<file path="src/rtl/hsdfm_pkg.sv">
// Package for the high-side driver fault monitor.
// Holds channel count, codes, register indexes, reset values and shared types.
// No dependencies.
package hsdfm_pkg;

  localparam int unsigned NumChan = 4;
  localparam int unsigned ChanW   = 2;
  localparam int unsigned DataW   = 16;
  localparam int unsigned CfgIdxW = 3;

  // item commands
  localparam logic CmdMode = 1'b0;
  localparam logic CmdTick = 1'b1;

  // fault flag bit positions
  localparam int unsigned FlagStuck = 0;
  localparam int unsigned FlagOpen  = 1;
  localparam int unsigned FlagOvld  = 2;

  // configuration register indexes
  localparam logic [CfgIdxW-1:0] RegSettle  = 3'd0;
  localparam logic [CfgIdxW-1:0] RegInrush  = 3'd1;
  localparam logic [CfgIdxW-1:0] RegRetry   = 3'd2;
  localparam logic [CfgIdxW-1:0] RegStuckV  = 3'd3;
  localparam logic [CfgIdxW-1:0] RegOpenI   = 3'd4;
  localparam logic [CfgIdxW-1:0] RegOvldI   = 3'd5;

  localparam logic [DataW-1:0] RstSettle = 16'd10;
  localparam logic [DataW-1:0] RstInrush = 16'd10;
  localparam logic [DataW-1:0] RstRetry  = 16'd100;
  localparam logic [DataW-1:0] RstStuckV = 16'd1000;
  localparam logic [DataW-1:0] RstOpenI  = 16'd50;
  localparam logic [DataW-1:0] RstOvldI  = 16'd5000;

  typedef enum logic [3:0] {
    PhStart = 4'b0001,
    PhDelay = 4'b0010,
    PhMon   = 4'b0100,
    PhRetry = 4'b1000
  } phase_e;

  typedef struct packed {
    logic [DataW-1:0] settle_delay;
    logic [DataW-1:0] inrush_delay;
    logic [DataW-1:0] retry_interval;
    logic [DataW-1:0] stuck_voltage;
    logic [DataW-1:0] open_current;
    logic [DataW-1:0] overload_current;
  } cfg_t;

  typedef struct packed {
    logic             mode;
    phase_e           phase;
    logic [DataW-1:0] count;
    logic [2:0]       flags;
  } chan_t;

  typedef struct packed {
    logic we;
    logic val;
  } pin_upd_t;

  localparam chan_t ChanRst = '{mode: 1'b0, phase: PhStart, count: '0, flags: '0};

endpackage

</file>
<file path="src/rtl/hsdfm_cfg_regs.sv">
// Configuration register file of the fault monitor: six 16-bit thresholds and delays.
// Depends on hsdfm_pkg.
module hsdfm_cfg_regs
  import hsdfm_pkg::*;
(
  input  logic               clk_i,
  input  logic               rst_ni,
  input  logic               cfg_valid_i,
  output logic               cfg_ready_o,
  input  logic [CfgIdxW-1:0] cfg_index_i,
  input  logic [DataW-1:0]   cfg_data_i,
  output cfg_t               cfg_o
);

  cfg_t cfg_q, cfg_d;

  assign cfg_ready_o = 1'b1;

  always_comb begin
    cfg_d = cfg_q;
    if (cfg_valid_i) begin
      case (cfg_index_i)
        RegSettle: cfg_d.settle_delay     = cfg_data_i;
        RegInrush: cfg_d.inrush_delay     = cfg_data_i;
        RegRetry:  cfg_d.retry_interval   = cfg_data_i;
        RegStuckV: cfg_d.stuck_voltage    = cfg_data_i;
        RegOpenI:  cfg_d.open_current     = cfg_data_i;
        RegOvldI:  cfg_d.overload_current = cfg_data_i;
        default: ; // unmapped index, write dropped
      endcase
    end
  end

  always_ff @(posedge clk_i or negedge rst_ni) begin
    if (!rst_ni) begin
      cfg_q.settle_delay     <= RstSettle;
      cfg_q.inrush_delay     <= RstInrush;
      cfg_q.retry_interval   <= RstRetry;
      cfg_q.stuck_voltage    <= RstStuckV;
      cfg_q.open_current     <= RstOpenI;
      cfg_q.overload_current <= RstOvldI;
    end else begin
      cfg_q <= cfg_d;
    end
  end

  assign cfg_o = cfg_q;

endmodule

</file>
<file path="src/rtl/hsdfm_chan_step.sv">
// Next-state logic for one channel: mode request handling and the tick sequencer.
// Depends on hsdfm_pkg.
module hsdfm_chan_step
  import hsdfm_pkg::*;
(
  input  cfg_t             cfg_i,
  input  chan_t            cur_i,
  input  logic             cmd_i,
  input  logic             request_on_i,
  input  logic [DataW-1:0] volt_sample_i,
  input  logic [DataW-1:0] amp_sample_i,
  output chan_t            nxt_o,
  output pin_upd_t         pin_o
);

  logic ovld;

  assign ovld = amp_sample_i >= cfg_i.overload_current;

  always_comb begin
    nxt_o     = cur_i;
    pin_o.we  = 1'b0;
    pin_o.val = 1'b0;
    if (cmd_i == CmdTick) begin
      case (cur_i.phase)
        PhStart: begin
          pin_o.we  = 1'b1;
          pin_o.val = cur_i.mode;
          if (cur_i.mode) begin
            nxt_o.flags[FlagStuck] = 1'b0;
            nxt_o.count            = cfg_i.inrush_delay;
          end else begin
            nxt_o.flags[FlagOpen] = 1'b0;
            nxt_o.count           = cfg_i.settle_delay;
          end
          nxt_o.phase = PhDelay;
        end
        PhDelay, PhRetry: begin
          if (cur_i.count <= 16'd1) begin
            nxt_o.count = '0;
            nxt_o.phase = PhMon;
            // leaving retry redrives the pin
            if (cur_i.phase == PhRetry) begin
              pin_o.we  = 1'b1;
              pin_o.val = 1'b1;
            end
          end else begin
            nxt_o.count = cur_i.count - 16'd1;
          end
        end
        PhMon: begin
          nxt_o.flags[FlagOvld] = ovld;
          if (!cur_i.mode) begin
            nxt_o.flags[FlagStuck] = volt_sample_i >= cfg_i.stuck_voltage;
          end else begin
            nxt_o.flags[FlagOpen] = amp_sample_i <= cfg_i.open_current;
            if (ovld) begin
              pin_o.we    = 1'b1;
              pin_o.val   = 1'b0;
              nxt_o.count = cfg_i.retry_interval;
              nxt_o.phase = PhRetry;
            end
          end
        end
        default: ;
      endcase
    end else if (cur_i.mode != request_on_i) begin
      nxt_o.mode  = request_on_i;
      nxt_o.phase = PhStart;
      nxt_o.count = '0;
    end
  end

endmodule

</file>
<file path="src/rtl/high_side_driver_fault_monitor.sv">
// Top level of the high-side driver fault monitor: input word register, per-channel
// state, result register. Depends on hsdfm_pkg, hsdfm_cfg_regs, hsdfm_chan_step.
//
// Usage:
//   Input channel (in_valid_i/in_ready_o) carries one word: cmd_i selects a mode
//   request (request_on_i) or a sample tick (volt_sample_i, amp_sample_i) for
//   channel_i. Every word produces exactly one result word on the output channel
//   (out_valid_o/out_ready_i): the channel, all pin levels and that channel's
//   stuck, open and overload faults after the update.
//   Config channel (cfg_valid_i/cfg_ready_o) writes one register per word and is always
//   ready; it must be written only while the block is idle, which it does not enforce.
//   Path: the accept edge loads the input register; the sequencer output is loaded
//   into the result register once that register is empty or its result is taken.
//   Throughput: 1 word per cycle while results are taken, set by the single state
//   read-modify-write per cycle on the channel state registers.
//   Reset: all channels off and start pending, counters and faults clear, pins
//   low, registers at their default values.
//   Output stall: the result register holds; the input register still takes one
//   more word, then in_ready_o drops until the result is taken.
module high_side_driver_fault_monitor
  import hsdfm_pkg::*;
(
  input  logic               clk_i,
  input  logic               rst_ni,
  input  logic               in_valid_i,
  output logic               in_ready_o,
  input  logic               cmd_i,
  input  logic [ChanW-1:0]   channel_i,
  input  logic               request_on_i,
  input  logic [DataW-1:0]   volt_sample_i,
  input  logic [DataW-1:0]   amp_sample_i,
  output logic               out_valid_o,
  input  logic               out_ready_i,
  output logic [ChanW-1:0]   out_channel_o,
  output logic [NumChan-1:0] pin_state_o,
  output logic               stuck_fault_o,
  output logic               open_fault_o,
  output logic               overload_fault_o,
  input  logic               cfg_valid_i,
  output logic               cfg_ready_o,
  input  logic [CfgIdxW-1:0] cfg_index_i,
  input  logic [DataW-1:0]   cfg_data_i
);

  cfg_t cfg;

  hsdfm_cfg_regs u_cfg (
    .clk_i       (clk_i),
    .rst_ni      (rst_ni),
    .cfg_valid_i (cfg_valid_i),
    .cfg_ready_o (cfg_ready_o),
    .cfg_index_i (cfg_index_i),
    .cfg_data_i  (cfg_data_i),
    .cfg_o       (cfg)
  );

  // input word register
  logic             in_vld_q;
  logic             cmd_q;
  logic [ChanW-1:0] ch_q;
  logic             req_q;
  logic [DataW-1:0] volt_q;
  logic [DataW-1:0] amp_q;

  logic             adv;
  logic             out_vld_q;

  assign adv        = in_vld_q && (!out_vld_q || out_ready_i);
  assign in_ready_o = !in_vld_q || adv;

  always_ff @(posedge clk_i or negedge rst_ni) begin
    if (!rst_ni) begin
      in_vld_q <= 1'b0;
    end else if (in_ready_o) begin
      in_vld_q <= in_valid_i;
    end
  end

  always_ff @(posedge clk_i) begin
    if (in_valid_i && in_ready_o) begin
      cmd_q  <= cmd_i;
      ch_q   <= channel_i;
      req_q  <= request_on_i;
      volt_q <= volt_sample_i;
      amp_q  <= amp_sample_i;
    end
  end

  // channel state
  chan_t              chan_q [NumChan];
  logic [NumChan-1:0] pin_drive_q, pin_drive_d;
  chan_t              cur, nxt;
  pin_upd_t           pin_upd;

  assign cur = chan_q[ch_q];

  hsdfm_chan_step u_step (
    .cfg_i         (cfg),
    .cur_i         (cur),
    .cmd_i         (cmd_q),
    .request_on_i  (req_q),
    .volt_sample_i (volt_q),
    .amp_sample_i  (amp_q),
    .nxt_o         (nxt),
    .pin_o         (pin_upd)
  );

  always_comb begin
    pin_drive_d = pin_drive_q;
    if (pin_upd.we) begin
      pin_drive_d[ch_q] = pin_upd.val;
    end
  end

  always_ff @(posedge clk_i or negedge rst_ni) begin
    if (!rst_ni) begin
      for (int i = 0; i < NumChan; i++) begin
        chan_q[i] <= ChanRst;
      end
      pin_drive_q <= '0;
    end else if (adv) begin
      chan_q[ch_q] <= nxt;
      pin_drive_q  <= pin_drive_d;
    end
  end

  // result register
  logic [ChanW-1:0]   res_ch_q;
  logic [NumChan-1:0] res_pin_q;
  logic [2:0]         res_flags_q;

  always_ff @(posedge clk_i or negedge rst_ni) begin
    if (!rst_ni) begin
      out_vld_q <= 1'b0;
    end else if (adv) begin
      out_vld_q <= 1'b1;
    end else if (out_ready_i) begin
      out_vld_q <= 1'b0;
    end
  end

  always_ff @(posedge clk_i) begin
    if (adv) begin
      res_ch_q    <= ch_q;
      res_pin_q   <= pin_drive_d;
      res_flags_q <= nxt.flags;
    end
  end

  assign out_valid_o      = out_vld_q;
  assign out_channel_o    = res_ch_q;
  assign pin_state_o      = res_pin_q;
  assign stuck_fault_o    = res_flags_q[FlagStuck];
  assign open_fault_o     = res_flags_q[FlagOpen];
  assign overload_fault_o = res_flags_q[FlagOvld];

  // checks
  a_stall_only_when_full: assert property (@(posedge clk_i) disable iff (!rst_ni)
    !in_ready_o |-> (in_vld_q && out_vld_q && !out_ready_i))
    else $error("input stalled while pipeline not full");

  a_adv_loads_result: assert property (@(posedge clk_i) disable iff (!rst_ni)
    adv |=> out_vld_q)
    else $error("processed word produced no result");

  for (genvar g = 0; g < NumChan; g++) begin : g_chk
    a_retry_pin_low: assert property (@(posedge clk_i) disable iff (!rst_ni)
      (chan_q[g].phase == PhRetry) |-> (!pin_drive_q[g] && chan_q[g].mode))
      else $error("pin driven or channel off during overload retry");

    a_start_count_zero: assert property (@(posedge clk_i) disable iff (!rst_ni)
      (chan_q[g].phase == PhStart) |-> (chan_q[g].count == '0))
      else $error("delay count not cleared in start phase");
  end

endmodule
</file>
<file path="config.mk">
export PLATFORM = sky130hd
export DESIGN_NAME = high_side_driver_fault_monitor
export DESIGN_NICKNAME = d
export VERILOG_FILES = /design/src/rtl/hsdfm_pkg.sv /design/src/rtl/hsdfm_cfg_regs.sv /design/src/rtl/hsdfm_chan_step.sv /design/src/rtl/high_side_driver_fault_monitor.sv
export SDC_FILE = /design/constraint.sdc
export NUM_CORES = 1
export LEC_CHECK = 0
export BUFFER_PORTS_ARGS = -buffer_cell sky130_fd_sc_hd__buf_4
export CAP_MARGIN = 40
export CORE_UTILIZATION = 45
export DETAILED_ROUTE_END_ITERATION = 8
export GPL_ROUTABILITY_DRIVEN = 0
export GPL_TIMING_DRIVEN = 0
export HOLD_SLACK_MARGIN = 0.03
export PLACE_DENSITY = 0.67
export SLEW_MARGIN = 30
export SYNTH_ARGS = -nofsm -noshare
export SYNTH_HDL_FRONTEND = slang
export SYNTH_SLANG_ARGS = --single-unit
</file>
<file path="constraint.sdc">
create_clock -name clk_i -period 10.8 [get_ports clk_i]
set_input_delay 1.08 -clock clk_i [delete_from_list [all_inputs] [get_ports clk_i]]
set_output_delay 1.08 -clock clk_i [all_outputs]
set_load 0.05 [all_outputs]
</file>
==> flow_summary.toml <==
[status]
status = "complete, no violations"

[routing]
route.detailed.wl_per_inst_um = 20.2
residual_drc_count = 0
drtIter0Drc = 680
wl_um = 30000
detail-route-antenna-nets = 0
via_count = 8561
dr.pass1.iters = 5
route.detailed.vias_per_inst = 5.76

[sta]
layout_setup_ws_ns = 6.36
relative_slew_slack_pct = 43.9
hold_violations = 0
setup_tns_ns = 0
timing_worst_slew_pin_value_ns = 0.838
min_period_over_period_pct = 41.1
peak_freq_mhz = 225
timing.clock.skew_ns = 0.0110
finalWorstPathRequiredPeriod_ns = 4.44
grt_setup_unrepaired = "false"
setup_violations = 0
drv_slew = 0
whs_ns = 0.425

[place]
dp.final_hpwl_um = 21700
placement.setup.worst_slack_ns = 6.43
buffer_ports.inserted = 68
cell_count_after_placement = 1435

[setup_path]
crit_path_max_fanout = 10
timing.critical_path.mode_cell = "sky130_fd_sc_hd__buf_2"
capturing_element_type_of_the_critical_path = "register"
worst_ep_arrival_time_ns = 4.71
critical_path.top_delay_family = "simple AND/OR/NAND/NOR gates"
path_cells = "buf_2, buf_2, mux4_2, inv_1, ha_1, nor2_1, or4_1, nor4_4, and3_1, a211oi_2, nor4_1, mux2_1"
max_stage_delay_ns = 0.54
worst_setup_path_start_kind = "register"
cp_slowest_cell = "sky130_fd_sc_hd__nor4_4"
worstSetupPathType = "register to register"
critical_path.n_buffers_inverters = 3
timing.critical_path.required_ns = 11.08

[die]
coreArea_sq_mm = 0.0263
die_width_um = 166
floorplan.io_pins = 72
std_cell_rows = 59
die_y_um = 166
initial_util_pct = 46.3
die-area_sq_mm = 0.0277

[logic_synthesis]
synth_flop_cell = "sky130_fd_sc_hd__dfrtp_1"
synth_seq_cells = 243
sequential_cell_area_fraction_in_the_yosys_report_pct = 52.1
post_synth_inst_count = 1025
synth_edf_count = 45
synth_top_area_share_pct = 35.6
count_of_yosys_warnings_during_synthesis = 0
postSynth.asyncResetShare_pct = 81.5
syn_area_sq_mm = 0.0122
yosys-top-cells-area = "sky130_fd_sc_hd__dfrtp_1 (36%), sky130_fd_sc_hd__mux2_2 (11%), sky130_fd_sc_hd__edfxtp_1 (11%)"
synth.avg_cell_area_sq_um = 11.9
synth_fp_nets = 1135
yosys_cell_types = 74
synthDominantAreaCellType = "sky130_fd_sc_hd__dfrtp_1"

[final_layout]
finalCoreUtilization_pct = 53.7
fin_nets = 1240
filler_cell_count = 2252
fraction_of_layout_cells_with_a_size_suffix_above_1_pct = 28.5
synthToLayoutAreaGrowth_pct = 16.1
footprint_of_the_multi_input_gates_sq_mm = 0.00536
final_cell_count_no_fill = 1485
sequential_cell_area_sq_mm = 0.00634
antenna-diode-count = 0

[clock_network]
tritoncts = "yes"
cts_resized = 0
cts-root-to-sink-buffers = 3
clk_pin_slew_worst_paths_ns = 0.06
clock_tree.root_cell = "sky130_fd_sc_hd__clkbuf_16"
cts-hold-fix-buffers = 0
cts.sink_count = 243
cts_made_buffers = 26
post-cts-setup-buffer-count = 0
htreeDepth = 1
worstSkewPairLatency_ns = 0.53

[global_route]
grt_antenna_before_repair = 0
track_usage_pct = 22.4
first_pass_grt_wire_length_um = 48300
grt_pass1_vias = 8553
grt_start_max_net_pins = 87
grt_remaining_overflow = 0

[flow_run]
maxCapViolations = 0

[pwr]
cellLeakagePower_uw = 0.00607
p_per_area_mw_per_mm2 = 229
vdd.ir_drop.worst_v = 0.000126

[worst_hold_path]
min-delay-path-class = "primary input to asynchronous set/reset pin"
## synth_stat cells, types with 22 or more instances
cell type / number
sky130_fd_sc_hd__clkbuf_1: 38
sky130_fd_sc_hd__mux2_2: 124
sky130_fd_sc_hd__inv_1: 60
sky130_fd_sc_hd__nand2_1: 127
sky130_fd_sc_hd__o21ai_0: 78
sky130_fd_sc_hd__ha_1: 50
sky130_fd_sc_hd__nor2_1: 28
sky130_fd_sc_hd__dfstp_2: 25
sky130_fd_sc_hd__mux4_2: 24
sky130_fd_sc_hd__a21oi_1: 22
sky130_fd_sc_hd__dfrtp_1: 173
sky130_fd_sc_hd__edfxtp_1: 45
## routing by layer
layer	GRT usage [%]	wire (um)
met4	7.13	792
met1	31.6	13300
met3	3.07	1890
met5	0	0
met2	35.9	14000
## worst paths after layout
check | start | to | slack (ns) | cells past startpoint
worst min-delay path | rst_ni | u_cfg.cfg_o[28]$_DFFE_PN0P_ | 0.43 | 1
min in group clk_i | chan_q[91]$_DFFE_PN1P_ | chan_q[91]$_DFFE_PN1P_ | 0.46 | 2
max in group asynchronous | rst_ni | chan_q[19]$_DFFE_PN1P_ | 9.64 | 2
worst max register to register | ch_q[1]$_DFFE_PP_ | pin_state_o[1]$_DFFE_PP_ | 6.36 | 12
worst min register to register | chan_q[91]$_DFFE_PN1P_ | chan_q[91]$_DFFE_PN1P_ | 0.46 | 2
worst max-delay path | ch_q[1]$_DFFE_PP_ | pin_state_o[1]$_DFFE_PP_ | 6.36 | 12
## power breakdown
part / leakage, uW / switching [uW] / internal, uW
Sequential: 0.00291 / 102 / 1170
Clock: 0.000451 / 360 / 566
Combinational: 0.00271 / 619 / 420
Total: 0.00607 / 1080 / 2150
## cells in the final DEF, fill, tap and decap left out, types with 15 or more instances in the layout
master                      instances
sky130_fd_sc_hd__buf_4             69
sky130_fd_sc_hd__nor2_1            28
sky130_fd_sc_hd__nor4_1            15
sky130_fd_sc_hd__mux2i_1           15
sky130_fd_sc_hd__nand2_1          127
sky130_fd_sc_hd__mux2_2           124
sky130_fd_sc_hd__inv_1             60
sky130_fd_sc_hd__a21oi_1           22
sky130_fd_sc_hd__o21ai_0           78
sky130_fd_sc_hd__clkbuf_16         27
sky130_fd_sc_hd__dfstp_2           25
sky130_fd_sc_hd__clkbuf_1          40
sky130_fd_sc_hd__ha_1              50
sky130_fd_sc_hd__edfxtp_1          45
sky130_fd_sc_hd__o31ai_1           19
sky130_fd_sc_hd__dfrtp_1          173
sky130_fd_sc_hd__mux4_2            24
## final cells by class
class	count	area share (%)
sequential	243	44.9
multi-input combinational	670	38.0
clock buffer	35	5.42
timing repair buffer	77	4.48
tap	335	2.97
buffer	52	1.69
inverter	60	1.60
clock inverter	13	0.993
## flip-flops by register name, indices dropped and copies added (netlist names), 2 cells and up
name and count:
chan_q 96, u_cfg.cfg_o 96, amp_q 16, volt_q 16, pin_drive_q 4, pin_state_o 4
res_flags_q 3, ch_q 2, out_channel_o 2
## stage by stage
step / area (sq um) / power, uW
after floorplan: 12200 / 1990
after global placement: 13100 / 2260
after detailed placement: 13200 / 2300
after CTS: 14100 / 3230
after global routing: 14100 / 3410
final: 14100 / 3230
## logic make-up (layout without fill, tap and decap cells)
logic type / Yosys count / after routing / share of synthesized area [%]
AND/OR/NAND/NOR: 245 / 245 / 9.82
flip-flops: 243 / 243 / 52.1
AO/OA/AOI/OAI: 200 / 200 / 11.0
multiplexers: 168 / 168 / 17.6
buffers and inverters: 112 / 237 / 3.82
adder cells (fa/ha/maj): 50 / 50 / 5.15
XOR/XNOR: 6 / 6 / 0.432
other: 1 / 1 / 0.0309
(Power assumes the default switching activity.)
